File: src/hdl/bitmap_run_block_allocator_macros.svh
// assertion macros for the bitmap run block allocator
// no dependencies; expects clk and rst_n in the including scope
`ifndef BITMAP_RUN_BLOCK_ALLOCATOR_MACROS_SVH
`define BITMAP_RUN_BLOCK_ALLOCATOR_MACROS_SVH
`ifndef SYNTHESIS
`define BMRA_ASSERT(lbl, prop) \
  lbl: assert property (@(posedge clk) disable iff (!rst_n) prop) else $error("bmra check failed");
`define BMRA_ASSERT_RST(lbl, prop) \
  lbl: assert property (@(posedge clk) prop) else $error("bmra reset check failed");
`else
`define BMRA_ASSERT(lbl, prop)
`define BMRA_ASSERT_RST(lbl, prop)
`endif
`endif

File: src/hdl/bmra_pkg.sv
// shared types, codes and bit functions of the bitmap run block allocator
// no dependencies
package bmra_pkg;

  localparam int NUM_BLOCKS_DEF = 4096;
  localparam int MAX_RUNS_DEF   = 63;
  localparam int WORD_BITS      = 64;

  localparam int SHIFT_W  = 5;
  localparam int LIMIT_W  = 13;
  localparam int SIZE_W   = 32;
  localparam int RUNS_W   = 6;
  localparam int OFF_W    = 40;
  localparam int STATUS_W = 3;
  localparam int START_W  = 12;
  localparam int USED_W   = 13;

  localparam logic [SHIFT_W-1:0] SHIFT_RST = 5'd12;
  localparam logic [LIMIT_W-1:0] LIMIT_RST = 13'd4096;

  localparam logic CFG_SHIFT = 1'b0;
  localparam logic CFG_LIMIT = 1'b1;

  localparam logic CMD_ALLOC = 1'b0;
  localparam logic CMD_FREE  = 1'b1;

  localparam logic [STATUS_W-1:0] ST_GRANT       = 3'd0;
  localparam logic [STATUS_W-1:0] ST_DONE        = 3'd1;
  localparam logic [STATUS_W-1:0] ST_MISALIGN    = 3'd2;
  localparam logic [STATUS_W-1:0] ST_START_RANGE = 3'd3;
  localparam logic [STATUS_W-1:0] ST_SIZE_RANGE  = 3'd4;
  localparam logic [STATUS_W-1:0] ST_DOUBLE_FREE = 3'd5;
  localparam logic [STATUS_W-1:0] ST_FREED       = 3'd6;

  typedef enum logic [4:0] {
    OP_NONE,
    OP_CLEAR,
    OP_LOAD,
    OP_DECODE,
    OP_EVAL_ALLOC,
    OP_EVAL_FREE,
    OP_WRD_RD,
    OP_WRD_CHK,
    OP_CAND,
    OP_CHK_RD,
    OP_CHK_USE,
    OP_SET_RD,
    OP_SET_WR,
    OP_GRANT,
    OP_ADV,
    OP_DONE,
    OP_FR_RD,
    OP_FR_WR,
    OP_FREE_OUT,
    OP_ERR_OUT
  } op_t;

  typedef struct packed {
    op_t op;
  } dp_cmd_t;

  typedef struct packed {
    logic clr_last;
    logic is_free;
    logic alloc_ok;
    logic fr_err;
    logic fr_zero;
    logic w_end;
    logic word_full;
    logic cand_over;
    logic hit;
    logic hit_leave;
    logic x_last;
    logic all_granted;
    logic adv_done;
    logic adv_same;
    logic out_free;
  } dp_stat_t;

  function automatic logic [WORD_BITS-1:0] range_mask(input logic [5:0] lo,
                                                      input logic [5:0] hi);
    return ({WORD_BITS{1'b1}} << lo) & ({WORD_BITS{1'b1}} >> (6'd63 - hi));
  endfunction

  function automatic logic [5:0] ffs64(input logic [WORD_BITS-1:0] v);
    logic [5:0] idx;
    idx = '0;
    for (int i = WORD_BITS - 1; i >= 0; i--) begin
      if (v[i]) begin
        idx = 6'(i);
      end
    end
    return idx;
  endfunction

  function automatic logic [6:0] popcnt64(input logic [WORD_BITS-1:0] v);
    logic [6:0] n;
    n = '0;
    for (int i = 0; i < WORD_BITS; i++) begin
      n = n + 7'(v[i]);
    end
    return n;
  endfunction

endpackage

File: src/hdl/bmra_ctrl.sv
// sequencer of the bitmap run block allocator
// depends on bmra_pkg; drives bmra_dp through command and status structs
module bmra_ctrl (
  input  logic               clk,
  input  logic               rst_n,
  input  logic               in_valid,
  output logic               in_ready,
  input  bmra_pkg::dp_stat_t stat,
  output bmra_pkg::dp_cmd_t  cmd
);

  typedef enum logic [17:0] {
    S_INIT     = 18'h00001,
    S_IDLE     = 18'h00002,
    S_DECODE   = 18'h00004,
    S_EVAL     = 18'h00008,
    S_WRD_RD   = 18'h00010,
    S_WRD_CHK  = 18'h00020,
    S_CAND     = 18'h00040,
    S_CHK_RD   = 18'h00080,
    S_CHK_USE  = 18'h00100,
    S_SET_RD   = 18'h00200,
    S_SET_WR   = 18'h00400,
    S_GRANT    = 18'h00800,
    S_ADV      = 18'h01000,
    S_DONE     = 18'h02000,
    S_FR_RD    = 18'h04000,
    S_FR_WR    = 18'h08000,
    S_FREE_OUT = 18'h10000,
    S_ERR_OUT  = 18'h20000
  } state_t;

  state_t state_r, state_nxt;

  assign in_ready = (state_r == S_IDLE);

  always_comb begin
    state_nxt = state_r;
    cmd.op    = bmra_pkg::OP_NONE;
    case (state_r)
      S_INIT: begin
        cmd.op = bmra_pkg::OP_CLEAR;
        if (stat.clr_last) state_nxt = S_IDLE;
      end
      S_IDLE: begin
        if (in_valid) begin
          cmd.op    = bmra_pkg::OP_LOAD;
          state_nxt = S_DECODE;
        end
      end
      S_DECODE: begin
        cmd.op    = bmra_pkg::OP_DECODE;
        state_nxt = S_EVAL;
      end
      S_EVAL: begin
        if (!stat.is_free) begin
          if (stat.alloc_ok) begin
            cmd.op    = bmra_pkg::OP_EVAL_ALLOC;
            state_nxt = S_WRD_RD;
          end else begin
            state_nxt = S_DONE;
          end
        end else if (stat.fr_err) begin
          state_nxt = S_ERR_OUT;
        end else if (stat.fr_zero) begin
          state_nxt = S_FREE_OUT;
        end else begin
          cmd.op    = bmra_pkg::OP_EVAL_FREE;
          state_nxt = S_FR_RD;
        end
      end
      S_WRD_RD: begin
        if (stat.w_end) begin
          state_nxt = S_DONE;
        end else begin
          cmd.op    = bmra_pkg::OP_WRD_RD;
          state_nxt = S_WRD_CHK;
        end
      end
      S_WRD_CHK: begin
        cmd.op    = bmra_pkg::OP_WRD_CHK;
        state_nxt = stat.word_full ? S_WRD_RD : S_CAND;
      end
      S_CAND: begin
        cmd.op    = bmra_pkg::OP_CAND;
        state_nxt = stat.cand_over ? S_DONE : S_CHK_RD;
      end
      S_CHK_RD: begin
        cmd.op    = bmra_pkg::OP_CHK_RD;
        state_nxt = S_CHK_USE;
      end
      S_CHK_USE: begin
        cmd.op = bmra_pkg::OP_CHK_USE;
        if (stat.hit) begin
          state_nxt = stat.hit_leave ? S_WRD_RD : S_CAND;
        end else begin
          state_nxt = stat.x_last ? S_SET_RD : S_CHK_RD;
        end
      end
      S_SET_RD: begin
        cmd.op    = bmra_pkg::OP_SET_RD;
        state_nxt = S_SET_WR;
      end
      S_SET_WR: begin
        cmd.op    = bmra_pkg::OP_SET_WR;
        state_nxt = stat.x_last ? S_GRANT : S_SET_RD;
      end
      S_GRANT: begin
        if (stat.out_free) begin
          cmd.op    = bmra_pkg::OP_GRANT;
          state_nxt = stat.all_granted ? S_DONE : S_ADV;
        end
      end
      S_ADV: begin
        cmd.op = bmra_pkg::OP_ADV;
        if (stat.adv_done) begin
          state_nxt = S_DONE;
        end else begin
          state_nxt = stat.adv_same ? S_CAND : S_WRD_RD;
        end
      end
      S_DONE: begin
        if (stat.out_free) begin
          cmd.op    = bmra_pkg::OP_DONE;
          state_nxt = S_IDLE;
        end
      end
      S_FR_RD: begin
        cmd.op    = bmra_pkg::OP_FR_RD;
        state_nxt = S_FR_WR;
      end
      S_FR_WR: begin
        cmd.op    = bmra_pkg::OP_FR_WR;
        state_nxt = stat.x_last ? S_FREE_OUT : S_FR_RD;
      end
      S_FREE_OUT: begin
        if (stat.out_free) begin
          cmd.op    = bmra_pkg::OP_FREE_OUT;
          state_nxt = S_IDLE;
        end
      end
      S_ERR_OUT: begin
        if (stat.out_free) begin
          cmd.op    = bmra_pkg::OP_ERR_OUT;
          state_nxt = S_IDLE;
        end
      end
      default: begin
        state_nxt = S_INIT;
      end
    endcase
  end

  always_ff @(posedge clk) begin
    if (!rst_n) begin
      state_r <= S_INIT;
    end else begin
      state_r <= state_nxt;
    end
  end

endmodule

File: config.mk
export PLATFORM = sky130hd
export DESIGN_NAME = bmra_ctrl
export DESIGN_NICKNAME = d
export VERILOG_FILES = /design/src/hdl/bitmap_run_block_allocator_macros.svh /design/src/hdl/bmra_pkg.sv /design/src/hdl/bmra_ctrl.sv
export SDC_FILE = /design/constraint.sdc
export NUM_CORES = 1
export LEC_CHECK = 0
export BUFFER_PORTS_ARGS = -buffer_cell sky130_fd_sc_hd__buf_2
export CAP_MARGIN = 40
export CORE_MARGIN = 3
export CORE_UTILIZATION = 49
export CTS_CLUSTER_DIAMETER = 50
export CTS_CLUSTER_SIZE = 12
export DETAILED_ROUTE_END_ITERATION = 16
export PLACE_DENSITY_LB_ADDON = 0.05
export SYNTH_ARGS = -nofsm -noshare
export SYNTH_HDL_FRONTEND = slang
export SYNTH_SLANG_ARGS = --single-unit
File: constraint.sdc
create_clock -name clk -period 4.4 [get_ports clk]
set_input_delay 0.22 -clock clk [delete_from_list [all_inputs] [get_ports clk]]
set_output_delay 0.22 -clock clk [all_outputs]
set_load 0.05 [all_outputs]
==> metrics <==
die span in x=between 50 and 60 um; Post-CTS Setup Inserts=0; die footprint=~3100 um2; Port Buf Inserts=23; Total Power=~0.58 mW; Worst R2R Path Depth=6; post-route setup TNS=0 ps; final setup vio count=0; synthesized area=roughly 1200 um2; hold_buf cts=0; crit path max fanout=10; clock root cell=clkbuf_4; initial core utilization=53.21%; ANT cells=0; crit end category=output pin; RD Place Congestion=0.9356; cell taking the most area after synthesis=dfxtp_1; Synthesized Nets=roughly 170; io pins=24; Worst Tran Pin Value=751.5 ps; Post-synth top cells=19 x nor2_1, 18 x dfxtp_1, 10 x inv_1; RSZ-0062 raised after global routing=false; Area Growth Syn to Fin=13.51%; fin area=around 1400 um2; fin nets=approximately 200; r2r setup slk=between 1500 and 2000 ps; static leakage=a little under 0.6 nW; worst skew pair latency=300 ps; Syn Area/Cell=around 8.0 um2; CP startpoint kind=flip-flop; top-area cell type share of the netlist area=roughly 30%; number of synthesized register bits=18; antenna-violating nets left=0; Netlist cell types=52; Iter 0 DRT Violations=between 70 and 80; Top reg by flops=state_r; Post-synth ARST share=0%; first-pass GRT wire length=a little over 6000 um; CTS tree=built; fin. max-slew vios=0; max FFs per register=18; hold endpoint=state_r[12]$_SDFFE_PN0P_; core area=about 2300 um2; Final Skew=between 3 and 4 ps; Slew HR=around half; via density per instance=~6.5; CTS sink cnt=18; yosys warns=0; share of layout cells above drive strength 1=roughly 22%; fin cells=a little over 200; Worst EP required=4180 ps; routed wire length per instance=about 18 um; Crit path arrival time=about 2800 ps; number of buffers created by CTS=3; RR Startpoint=state_r[14]$_SDFFE_PN0P_; DRC errors left=0; hold depth=2; status=finished clean; # rows=17; Clk pin slew, worst setup/hold paths=110 ps; Final Hold Fails=0; Worst Setup SP=state_r[14]$_SDFFE_PN0P_; Max VDD drop=around 0.34 mV; Initial DRT Pass Iterations=4; P per Cell Area=414.9 nW/um2; Finished Core Util=between 60 and 70%; Area contributors post-synth=dfxtp_1 29%, nor2_1 5.8%, or4_1 4.3%; hpwl dp=between 2000 and 3000 um; post_cts resized=0; Die Ht=roughly 56 um; Post-synth EDFFs=0; worst hold-check path type=in -> reg; total grt overflow=0; DRT Wirelength=~3700 um; Setup CP Type=reg -> out; Final period util=69.29%; CTS max path bufs=2; RR Endpoint=state_r[12]$_SDFFE_PN0P_; Seq/Total Area, Yosys=between 20% and 30%; maximum clock frequency=around 330 MHz; max_cap viols=0; worst hold start=stat[3]; Tmin final=a little over 3000 ps; pin count of the biggest net entering global routing=12; Placement Cell Area=around 1400 um2; # placed instances=200; Top Registers=state_r x18; initial antenna violation count=0; count leader, synth=nor2_1; vias in the first global route=~1300; Post-Syn Instances=around 150; Tot GR Track Use=25.06%; H-tree depth=1; via count=about 1300; prevailing post-synth register cell=dfxtp_1
area by class of cell:
| cell class | instances | area [um2] |
|---|---|---|
| clock buffers | 4 | 36.28 |
| fillers | 233 | 909.6 |
| inverters | 11 | 41.29 |
| multi-input cells | 120 | 799.5 |
| flip-flops and latches | 18 | 360.3 |
| well taps | 28 | 35.03 |
| repair buffers | 23 | 115.1 |
power breakdown:
group | switching, mW | internal (mW) | total, mW
clock network | 0.0561 | 0.0505 | 0.107
registers | 0.0159 | 0.175 | 0.191
logic | 0.179 | 0.0993 | 0.278
total | 0.251 | 0.325 | 0.576
routing by layer:
metal	up-vias	part of all wire [%]	GRT usage (%)
met5	-	0	0
met4	0	2.4	5.763
met3	12	7.5	6.497
met2	62	46	41.39
met1	613	44	32.72
li1	635	-	-
cell families (layout without fill, tap and decap cells):
| logic type | after synthesis | in the layout | synth area share (%) |
|---|---|---|---|
| and+or+nand+nor | 88 | 88 | 46.26 |
| AOI/OAI and AO/OA | 28 | 28 | 16.17 |
| DFF | 18 | 18 | 29.48 |
| buffers and inverters | 15 | 38 | 5.118 |
| xor gates and xnor gates | 3 | 3 | 2.150 |
| muxes | 1 | 1 | 0.8189 |
cells in the final DEF (no fill, tap or decap), types with 2 or more instances in the layout:
cell / Yosys / final
nor2b_1: 4 / 4
or4_1: 7 / 7
nand4b_1: 3 / 3
o21ai_0: 5 / 5
inv_1: 10 / 10
nor4b_1: 3 / 3
o22ai_1: 3 / 3
nor4_1: 5 / 5
or3_1: 3 / 3
dfxtp_1: 18 / 18
nor2_1: 19 / 19
or4b_2: 2 / 2
nor3_1: 5 / 5
xnor2_1: 2 / 2
o2bb2ai_1: 2 / 2
a31oi_1: 2 / 2
nand3_1: 6 / 6
nand4_1: 4 / 4
nand3b_1: 5 / 5
nand2_1: 6 / 6
nor3b_1: 2 / 2
buf_2: 2 / 23
nand2b_1: 2 / 2
clkbuf_4: 0 / 3
a21oi_1: 4 / 4
or4_4: 2 / 2
per-stage QoR:
| step | setup slack (ps) | hold slack (ps) |
|---|---|---|
| floorplan | 1586 | 297.9 |
| global placement | 1737 | 414.6 |
| detailed placement | 1712 | 422.7 |
| CTS | 1365 | 82.67 |
| global route | 1155 | 88.43 |
| finish | 1351 | 102.0 |
worst max path at each step:
stage             end  slack, ps  depth (start not counted)
6_report       cmd[0]       1350                          7
2_1_floorplan  cmd[4]       1590                          4
5_1_grt        cmd[0]       1150                          7
4_1_cts        cmd[0]       1370                          7
3_3_place_gp   cmd[3]       1740                          6
3_5_place_dp   cmd[0]       1710                          7
critical path, stage by stage (launching register included):
cell and delay, ps:
dfxtp_1 370, or4_1 750, nor2_1 170, nand4_1 150
or3b_2 540, o311ai_0 130, or3_1 170, buf_2 260
(Power assumes the default switching activity.)
